===== src/rtl/core/plist_pkg.sv =====
// ----------------------------------------------------------------------------
// plist_pkg
// Shared types, widths and codes for the positional list block.
// ----------------------------------------------------------------------------
package plist_pkg;

	localparam int LIST_DEPTH = 16;

	localparam int VAL_W = 31;
	localparam int POS_W = 5;
	localparam int OUT_CNT_W = 5;
	localparam int IDX_W = (LIST_DEPTH > 1) ? $clog2(LIST_DEPTH) : 1;
	localparam int CNT_W = $clog2(LIST_DEPTH + 1);
	localparam int CMP_W = ((CNT_W > POS_W) ? CNT_W : POS_W) + 1;

	typedef enum logic [1:0] {
		MODE_INSERT = 2'd0,
		MODE_DELETE = 2'd1,
		MODE_FIND   = 2'd2,
		MODE_CLEAR  = 2'd3
	} mode_t;

	typedef enum logic [1:0] {
		STAT_OK       = 2'd0,
		STAT_BAD_POS  = 2'd1,
		STAT_FULL     = 2'd2,
		STAT_NO_MATCH = 2'd3
	} status_t;

	// Per-cycle command broadcast to every cell of the chain
	typedef struct packed {
		logic ins;  // open a slot at pos and write value
		logic del;  // close the slot at pos
		logic cap;  // capture the compare result
	} cell_ctl_t;

	// Truncate a count to the width of the result field
	function automatic logic [OUT_CNT_W-1:0] cnt_to_out(input logic [CNT_W-1:0] cnt);
		logic [CMP_W-1:0] wide;
		wide = CMP_W'(cnt);
		return wide[OUT_CNT_W-1:0];
	endfunction

endpackage


===== src/rtl/core/plist_cell.sv =====
// ----------------------------------------------------------------------------
// plist_cell
// One list slot: holds an entry, shifts from a neighbor, compares to a key.
// ----------------------------------------------------------------------------
module plist_cell (
	input  logic                                 clk,
	input  logic [plist_pkg::IDX_W-1:0]          idx,
	input  plist_pkg::cell_ctl_t                 ctl,
	input  logic [plist_pkg::POS_W-1:0]          pos,
	input  logic signed [plist_pkg::VAL_W-1:0]   value,
	input  logic [plist_pkg::CNT_W-1:0]          count,
	input  logic signed [plist_pkg::VAL_W-1:0]   left_entry,
	input  logic signed [plist_pkg::VAL_W-1:0]   right_entry,
	output logic signed [plist_pkg::VAL_W-1:0]   entry,
	output logic signed [plist_pkg::VAL_W-1:0]   sel_entry,
	output logic                                 match
);
	import plist_pkg::*;

	logic signed [VAL_W-1:0] entry_q;
	logic                    match_q;
	logic [CMP_W-1:0]        slot_pos;
	logic [CMP_W-1:0]        req_pos;

	assign slot_pos = CMP_W'(idx) + CMP_W'(1);
	assign req_pos  = CMP_W'(pos);

	always_ff @(posedge clk) begin
		if (ctl.ins) begin
			if (slot_pos > req_pos) begin
				entry_q <= left_entry;
			end else if (slot_pos == req_pos) begin
				entry_q <= value;
			end
		end else if (ctl.del && slot_pos >= req_pos) begin
			entry_q <= right_entry;
		end
	end

	// Only live slots may report a hit
	always_ff @(posedge clk) begin
		if (ctl.cap) begin
			match_q <= (entry_q == value) && (CMP_W'(idx) < CMP_W'(count));
		end
	end

	assign entry     = entry_q;
	assign sel_entry = (slot_pos == req_pos) ? entry_q : '0;
	assign match     = match_q;

endmodule


===== src/rtl/core/positional_list_insert_delete_find.sv =====
// ----------------------------------------------------------------------------
// positional_list_insert_delete_find
// Ordered list of signed values kept in a chain of slots, with positional
// insert and delete, search by value and clear.
// ----------------------------------------------------------------------------
//
//  channel | direction | handshake          | word
//  --------+-----------+--------------------+-----------------------------------
//  in      | sink      | in_valid/in_stall  | mode, position, value
//  out     | source    | out_valid/out_stall| status, removed_value,
//          |           |                    | found_position, entry_count
//
// Each command goes through accept, execute (all slots shift or compare in
// parallel) and finish (priority pick of the first hit, load of the output
// register). A new command is taken in the cycle after the previous one is
// finished, so the block works on only one command at a time.
// Reset clears the count and the handshake state; slot contents are not
// cleared, and slots beyond the count are never read.
// out_stall only holds the output register; a finished result waiting there
// does not block the next command, which waits in finish only if the output
// register is still valid and stalled when it gets there.
// ----------------------------------------------------------------------------
module positional_list_insert_delete_find (
	input  logic                                 clk,
	input  logic                                 arst_n,
	input  logic                                 in_valid,
	output logic                                 in_stall,
	input  logic [1:0]                           mode,
	input  logic [plist_pkg::POS_W-1:0]          position,
	input  logic signed [plist_pkg::VAL_W-1:0]   value,
	output logic                                 out_valid,
	input  logic                                 out_stall,
	output logic [1:0]                           status,
	output logic signed [plist_pkg::VAL_W-1:0]   removed_value,
	output logic [plist_pkg::POS_W-1:0]          found_position,
	output logic [plist_pkg::OUT_CNT_W-1:0]      entry_count
);
	import plist_pkg::*;

	typedef enum logic [2:0] {
		ST_IDLE = 3'b001,
		ST_EXEC = 3'b010,
		ST_FIN  = 3'b100
	} state_t;

	state_t                  state_q;
	logic [CNT_W-1:0]        count_q;

	// Command word held from accept until finish
	mode_t                   mode_q;
	logic [POS_W-1:0]        pos_q;
	logic signed [VAL_W-1:0] value_q;

	// Execute results
	status_t                 status_q;
	logic signed [VAL_W-1:0] removed_q;

	// Output register
	logic                    out_valid_q;
	status_t                 out_status_q;
	logic signed [VAL_W-1:0] out_removed_q;
	logic [POS_W-1:0]        out_found_q;
	logic [OUT_CNT_W-1:0]    out_count_q;

	cell_ctl_t               ctl;
	logic signed [VAL_W-1:0] entries [LIST_DEPTH];
	logic signed [VAL_W-1:0] sel_entries [LIST_DEPTH];
	logic [LIST_DEPTH-1:0]   hit_flags;
	logic signed [VAL_W-1:0] sel_or;

	logic                    accept;
	logic                    exec;
	logic                    out_free;
	logic [CMP_W-1:0]        pos_ext;
	logic [CMP_W-1:0]        cnt_ext;
	logic                    ins_pos_ok;
	logic                    del_pos_ok;
	logic                    full;
	status_t                 status_nx;
	logic [POS_W-1:0]        found_pos;
	logic                    any_match;

	assign in_stall = (state_q != ST_IDLE);
	assign accept   = in_valid && !in_stall;
	assign exec     = (state_q == ST_EXEC);
	assign out_free = !out_valid_q || !out_stall;

	// ---------------------------------------------------------------- checks
	assign pos_ext    = CMP_W'(pos_q);
	assign cnt_ext    = CMP_W'(count_q);
	assign ins_pos_ok = (pos_ext != '0) && (pos_ext <= cnt_ext + CMP_W'(1));
	assign del_pos_ok = (pos_ext != '0) && (pos_ext <= cnt_ext);
	assign full       = (count_q == CNT_W'(LIST_DEPTH));

	always_comb begin
		status_nx = STAT_OK;
		case (mode_q)
			MODE_INSERT: begin
				if (!ins_pos_ok) begin
					status_nx = STAT_BAD_POS;
				end else if (full) begin
					status_nx = STAT_FULL;
				end
			end
			MODE_DELETE: begin
				if (!del_pos_ok) begin
					status_nx = STAT_BAD_POS;
				end
			end
			default: begin
				status_nx = STAT_OK;  // find is resolved in finish; clear never fails
			end
		endcase
	end

	// Broadcast to the chain only during execute; insert and delete only for a legal change
	always_comb begin
		ctl.ins = exec && (mode_q == MODE_INSERT) && ins_pos_ok && !full;
		ctl.del = exec && (mode_q == MODE_DELETE) && del_pos_ok;
		ctl.cap = exec;
	end

	// ---------------------------------------------------------------- chain
	for (genvar i = 0; i < LIST_DEPTH; i++) begin : g_cell
		logic signed [VAL_W-1:0] left_in;
		logic signed [VAL_W-1:0] right_in;

		if (i == 0) begin : g_head
			assign left_in = value_q;
		end else begin : g_body
			assign left_in = entries[i-1];
		end

		// Tail takes its own entry on delete; it falls outside the count anyway
		if (i == LIST_DEPTH - 1) begin : g_tail
			assign right_in = entries[i];
		end else begin : g_link
			assign right_in = entries[i+1];
		end

		plist_cell u_cell (
			.clk         (clk),
			.idx         (IDX_W'(i)),
			.ctl         (ctl),
			.pos         (pos_q),
			.value       (value_q),
			.count       (count_q),
			.left_entry  (left_in),
			.right_entry (right_in),
			.entry       (entries[i]),
			.sel_entry   (sel_entries[i]),
			.match       (hit_flags[i])
		);
	end

	// At most one slot drives a nonzero selected entry
	always_comb begin
		sel_or = '0;
		for (int i = 0; i < LIST_DEPTH; i++) begin
			sel_or = sel_or | sel_entries[i];
		end
	end

	// First hit wins: scan from the top so the lowest slot overrides
	always_comb begin
		found_pos = '0;
		for (int i = LIST_DEPTH - 1; i >= 0; i--) begin
			if (hit_flags[i]) begin
				found_pos = POS_W'(i + 1);
			end
		end
	end

	assign any_match = |hit_flags;

	// ---------------------------------------------------------------- control
	always_ff @(posedge clk or negedge arst_n) begin
		if (!arst_n) begin
			state_q     <= ST_IDLE;
			count_q     <= '0;
			out_valid_q <= 1'b0;
		end else begin
			case (state_q)
				ST_IDLE: begin
					if (accept) begin
						state_q <= ST_EXEC;
					end
				end
				ST_EXEC: begin
					state_q <= ST_FIN;
					if (ctl.ins) begin
						count_q <= count_q + CNT_W'(1);
					end else if (ctl.del) begin
						count_q <= count_q - CNT_W'(1);
					end else if (mode_q == MODE_CLEAR) begin
						count_q <= '0;
					end
				end
				ST_FIN: begin
					if (out_free) begin
						state_q <= ST_IDLE;
					end
				end
				default: begin
					state_q <= ST_IDLE;
				end
			endcase

			// Load on finish, drop once taken
			if (state_q == ST_FIN && out_free) begin
				out_valid_q <= 1'b1;
			end else if (!out_stall) begin
				out_valid_q <= 1'b0;
			end
		end
	end

	// ---------------------------------------------------------------- payload
	always_ff @(posedge clk) begin
		if (accept) begin
			mode_q  <= mode_t'(mode);
			pos_q   <= position;
			value_q <= value;
		end
		if (exec) begin
			status_q  <= status_nx;
			removed_q <= ctl.del ? sel_or : '0;
		end
		if (state_q == ST_FIN && out_free) begin
			out_removed_q <= removed_q;
			out_count_q   <= cnt_to_out(count_q);
			if (mode_q == MODE_FIND) begin
				out_status_q <= any_match ? STAT_OK : STAT_NO_MATCH;
				out_found_q  <= any_match ? found_pos : '0;
			end else begin
				out_status_q <= status_q;
				out_found_q  <= '0;
			end
		end
	end

	assign out_valid      = out_valid_q;
	assign status         = out_status_q;
	assign removed_value  = out_removed_q;
	assign found_position = out_found_q;
	assign entry_count    = out_count_q;

	// ---------------------------------------------------------------- assertions
	a_count_bound: assert property (@(posedge clk) disable iff (!arst_n)
		count_q <= CNT_W'(LIST_DEPTH))
		else $error("list count exceeds depth");

	a_count_only_exec: assert property (@(posedge clk) disable iff (!arst_n)
		state_q != ST_EXEC |=> $stable(count_q))
		else $error("list count changed outside execute");

	a_out_from_fin: assert property (@(posedge clk) disable iff (!arst_n)
		$rose(out_valid_q) |-> $past(state_q == ST_FIN))
		else $error("result appeared without a finish step");

	a_found_in_range: assert property (@(posedge clk) disable iff (!arst_n)
		(out_valid_q && out_found_q != '0) |->
			(out_status_q == STAT_OK && CMP_W'(out_found_q) <= CMP_W'(out_count_q)))
		else $error("found position beyond entry count");

	a_one_change: assert property (@(posedge clk) disable iff (!arst_n)
		!(ctl.ins && ctl.del))
		else $error("insert and delete driven together");

endmodule


===== config.mk =====
export PLATFORM = sky130hd
export DESIGN_NAME = positional_list_insert_delete_find
export DESIGN_NICKNAME = d
export VERILOG_FILES = /design/src/rtl/core/plist_pkg.sv /design/src/rtl/core/plist_cell.sv /design/src/rtl/core/positional_list_insert_delete_find.sv
export SDC_FILE = /design/constraint.sdc
export NUM_CORES = 2
export LEC_CHECK = 0
export ABC_AREA = 1
export BUFFER_PORTS_ARGS = -buffer_cell sky130_fd_sc_hd__buf_4
export CELL_PAD_IN_SITES_DETAIL_PLACEMENT = 1
export CELL_PAD_IN_SITES_GLOBAL_PLACEMENT = 2
export CORE_ASPECT_RATIO = 1.4
export CORE_MARGIN = 2
export CORE_UTILIZATION = 30
export DETAILED_ROUTE_END_ITERATION = 8
export PLACE_DENSITY_LB_ADDON = 0.1
export SLEW_MARGIN = 40
export SYNTH_ARGS = -nofsm -noshare
export SYNTH_HDL_FRONTEND = slang
export SYNTH_HIERARCHICAL = 1
export SYNTH_SLANG_ARGS = --single-unit

===== constraint.sdc =====
create_clock -name clk -period 6 [get_ports clk]
set_clock_uncertainty 0.1 [all_clocks]
set_input_delay 1.5 -clock clk [delete_from_list [all_inputs] [get_ports clk]]
set_output_delay 1.5 -clock clk [all_outputs]
set_load 0.05 [all_outputs]

---- Word level (Yosys, flattened, before mapping) ----
Cells that the tools add are included.
operators by class
  bitwise gates (word level) .............. 17
  equality and inequality tests ........... 58
  order comparisons ....................... 49
  reduce and logical (&&, ||, !) cells .... 88
  multiplexer cells ....................... 108
  add/subtract/negate cells ............... 3
operators by type and width
  cell                number
  $mux 31             78
  $eq 31x31->1        16
  $or 31x31->31       15
  $ne 3x1->1 const B  16
  $eq 4x5->1 const A  8
  $ge 4x5->1 const A  8
  $gt 4x5->1 const A  8
  $logic_and 1x1->1   40
  $lt 4x5->1 const A  8
  $reduce_and 2->1    19
  $mux 4              8
  $reduce_bool 2->1   16
  $eq 3x5->1 const A  4
  $ge 3x5->1 const A  4
  $gt 3x5->1 const A  4
  $lt 3x5->1 const A  4
  $mux 5              4
  $mux 3              6
  $reduce_or 17->1    1
  $reduce_or 16->1    1
  $mux 2              6
  $eq 2x5->1 const A  2
  $ge 2x5->1 const A  2
  $gt 2x5->1 const A  2
  other kinds (32)    43
word-level totals
  bits of input ports ..................... 42
  output and inout port bits .............. 45
  word-level logic and storage cells ...... 371
  register bits after elaboration ......... 635

---- Depth between registers and ports, before layout ----
  word-level depth ........................ 17
  depth in mapped cells ................... 16
  depth with buffers taken out ............ 15

---- By module ----
The synthesis kept the hierarchy.
by module, submodules not included
  module                              cells an instance  instances  seq. area each (sq um)  area an instance (sq um)
  plist_cell at g_cell[0].u_cell ...  441                8          960.9                   2895.3
  plist_cell at g_cell[2].u_cell ...  457                7          960.9                   2917.8
  positional_list_insert_delete_find  442                1          3649.8                  5868.1
  plist_cell at g_cell[1].u_cell      457                1          960.9                   3313.2

---- Worst setup path before layout ----
No wires, ideal clock.
  path type ............................... reg2reg
  start point ............................. register state_q[2]
  end point ............................... register g_cell[1].u_cell.entry_q[0], enable pin
  stages on the path, launching flop included .. 9
  library setup time ...................... 0.437 ns
  setup slack ............................. 1.042 ns
  buffers on the path ..................... 1
  data arrival time ....................... 4.421 ns
  period minus slack after synthesis ...... 4.958 ns
  data required time ...................... 5.463 ns
  cells stage by stage .................... dfrtp_1 -> nor3_4 -> inv_2 -> nor3_2 -> nand3_4 -> inv_1 -> clkbuf_1 -> nor2_1 -> a41oi_1
RTL lines
  element                 line                                       text
  start, declared         positional_list_insert_delete_find.sv:46   state_t state_q;
  start signal, assigned  positional_list_insert_delete_find.sv:179  state_q <= ST_IDLE;
  start signal, assigned  positional_list_insert_delete_find.sv:186  state_q <= ST_EXEC;
  start signal, assigned  positional_list_insert_delete_find.sv:190  state_q <= ST_FIN;
  end signal, assigned    plist_cell.sv:31                           entry_q <= left_entry;
  end signal, assigned    plist_cell.sv:33                           entry_q <= value;
  end signal, assigned    plist_cell.sv:36                           entry_q <= right_entry;
  end, declared           plist_cell.sv:20                           logic signed [VAL_W-1:0] entry_q;

==> impl_results.md <==
- Critical Path RT: 6.36 ns
- Yosys top cell by area: edfxtp_1
- Vias: 47050
- Maximum capacitance violations: 0
- Fmax: 234.9 MHz
- Synth top area share: 35.62%
- Unrepaired setup endpoints after global routing: false
- Mean Syn Cell Area: 6.920 um^2
- I/O pins: 87
- CTS root buf: clkbuf_16
- Layout Cells excl Fill: 10240
- Crit path time final: 4.257 ns
- VDD IR max: 0.1885 mV
- Max H-tree Level: 3
- Vias in the first global route: 48930
- Fraction of layout cells with a size suffix above 1: 9.175%
- CTS max path bufs: 3
- Post-Syn Area: 0.05277 mm^2
- Area grow syn2layout: 13.64%
- Initial antenna violation count: 9
- Switching share of power: 40.84%
- Startpoint Class: flip-flop
- Dpl cells: 10080
- Mean number of vias per cell: 4.595
- R2r setup slk: 1.74 ns
- Rel. slew slack: 31.11%
- Lkg Pwr: 29.96 nW
- PortBufs: 86
- Gate Count Post-Synth: 7626
- CTS Sinks: 635
- Worst-margin pin slew: 1.024 ns
- Worst min-delay path class: flip-flop to flip-flop
- Hpwl dp: 158600 um
- Iter 0 DRT Violations: 2677
- Internal power: 9.912 mW
- Part of the power in registers: 31.9%
- Slew Limit Fails: 0
- CP arrival: 4.62 ns
- Pwr dens: 279.4 mW/mm^2
- First-pass GRT wire length: 305000 um
- FF+latch count, synth: 635
- Critical Path Fanout Max: 43
- Die Area: 0.1793 mm^2
- Hold Buf Count CTS: 0
- Clock power share: 30.6%
- Sum Neg Setup Slack: 0 ns
- Combinational Power Share: 37.6%
- Yosys warnings: 6
- Remaining global-route overflow: 0
- Synth cell types: 46
- Clock latency on the worst-skew pair: 0.71 ns
- Clock-pin slew on the worst setup and hold paths: 0.06 ns
- Nets@finish: 8065
- Num rows: 182
- Crit share post-route: 70.95%
- Routed Antenna Nets: 0
- Outcome: complete, no violations
- CP endpoint kind: flip-flop
- Initial core utilization: 30.13%
- Post-CTS setup buffers: 0
- Number of remaining DRC errors: 0
- # setup viols final: 0
- Psw: 6.843 mW
- Post-synth EDFFs: 626
- Post-cts sizing count: 0
- Final core occ: 34.24%
- Core region area: 0.1751 mm^2
- Worst setup path category: flip-flop to flip-flop
- TritonRoute pass-1 iters: 7
- Avg WL per Cell: 19.71 um
- Largest net degree at the start of global routing: 88
- Total GRT Usage: 22.44%
- Die X: 358.5 um
- Register area share after synthesis: 36.05%
- Gp weighted congestion: 0.8307
- Hold Fails Final Rpt: 0
- Top cells by area, synth: edfxtp_1 36%, nand2_1 18%, inv_1 9.9%
- Ys flop type: edfxtp_1
- CTS buffer count: 83
- Post-Route WL: 201800 um
- CTS tree: yes
- Die Ht: 500.2 um
- Async S/R FF share, synth: 1.417%
metrics by stage:
stage | hold slack, ns | setup slack, ns | total power [mW] | cell area [um^2]
3_3_place_gp | 0.3011 | 1.787 | 11.61 | 56880
4_1_cts | 0.3163 | 1.742 | 17.05 | 59870
2_1_floorplan | 0.3003 | 1.042 | 9.916 | 53540
3_5_place_dp | 0.3063 | 1.739 | 11.78 | 57200
5_1_grt | 0.3246 | 1.451 | 17.94 | 59960
6_report | 0.3205 | 1.743 | 16.76 | 59970
registers in the layout, summed over array words and instances (netlist names):
register and cells:
g_cell.u_cell/entry 496, g_cell.left_in 31, removed_q 31, removed_value 31, g_cell.u_cell/match 16, count_q 5
entry_count 5, found_position 5, pos_q 5, state_q 3, mode_q 2, status 2
status_q 2, out_valid 1
cell type report:
class                      count  area (um^2)
fill                       22060       115100
multi-input combinational   5383        27540
sequential                   635        19020
inverter                    1507         5664
tap                         2300         2878
clock buffer                  96         2190
timing repair buffer         257         2186
clock inverter                57        473.0
antenna                        4        10.01
synth_stat cells, types with 8 or more instances:
master and n:
clkbuf_1 150, o221ai_1 9, inv_2 119, nand4_1 15, o21ai_0 24, nand2_4 46, a41oi_1 9, ha_1 156
buf_1 24, xnor2_1 240, nand3b_1 248, nand3_4 17, nor4_1 128, buf_2 55, nand4_4 8, nor2_2 8
nand3_1 777, nand2_2 23, nand2_1 2500, buf_4 27, edfxtp_1 626, a41oi_2 30, a21oi_1 40, buf_6 48
inv_1 1388, nand3_2 32, dfrtp_1 8, o211ai_1 8, xor2_1 77, nor2_1 756
cell families after synthesis:
logic type,after synthesis,synth area share (%)
adders and majority gates,156,3.699
AOI/OAI and AO/OA,125,2.018
other,2,0.01423
DFF,635,36.05
buffers and inverters,1814,14.00
and+or+nand+nor,4577,38.95
xor gates and xnor gates,317,5.262
critical path, cell delays in order, from the launching register on:
cell,delay [ns]
dfrtp_1,0.33
buf_4,0.26
inv_1,0.18
nor3_4,0.25
xor2_1,0.22
inv_1,0.07
ha_1,0.30
a21oi_1,0.15
o21ai_0,0.11
a21oi_1,0.14
or2_4,0.15
nand3_4,0.13
inv_8,0.30
buf_12,0.32
buf_4,0.39
inv_1,0.08
buf_4,0.27
nand2_1,0.12
nand2_1,0.06
worst paths after layout:
check / startpoint / to / depth (start not counted)
worst max-delay path: count_q[0]$_DFFE_PN0P_ / g_cell[5].u_cell/entry[5]$_DFFE_PP_ / 18
worst min-delay path: removed_q[22]$_SDFFCE_PN0P_ / removed_value[22]$_DFFE_PP_ / 0
worst max register to register: count_q[0]$_DFFE_PN0P_ / g_cell[5].u_cell/entry[5]$_DFFE_PP_ / 18
worst min register to register: removed_q[22]$_SDFFCE_PN0P_ / removed_value[22]$_DFFE_PP_ / 0
max in group asynchronous: arst_n / state_q[0]$_DFFE_PN1P_ / 1
min in group asynchronous: arst_n / count_q[4]$_DFFE_PN0P_ / 1
placed cells by master, fill, tap and decap left out, types with 28 or more instances in the layout:
cell type	synthesis	final
nand2_1	2500	2500
clkbuf_16	0	86
inv_2	119	123
nor4_1	128	100
a21oi_1	40	39
nand3b_1	248	248
xor2_1	77	77
a41oi_2	30	30
nor4_2	0	28
conb_1	2	208
ha_1	156	156
nand3_1	777	777
edfxtp_1	626	626
xnor2_1	240	240
nand3_2	32	32
buf_4	27	226
inv_1	1388	1383
nand2_4	46	45
nor2_1	756	747
per-layer routing:
metal  GRT usage, %  vias up  share of wire, %
li1               -    23920                 -
met1          29.69    22370                46
met2          39.08      593                49
met3          1.916      167               3.0
met4          5.587        0               2.1
met5              0        -                 0
power by group through the flow:
stage	Combinational, mW	Clock (mW)	Sequential (mW)
CTS	6.34	5.33	5.38
finish	6.29	5.12	5.34
global placement	6.09	0	5.52
detailed placement	6.31	0	5.47
floorplan	4.18	0	5.74
global route	7.12	5.46	5.36
(Power assumes the default switching activity.)
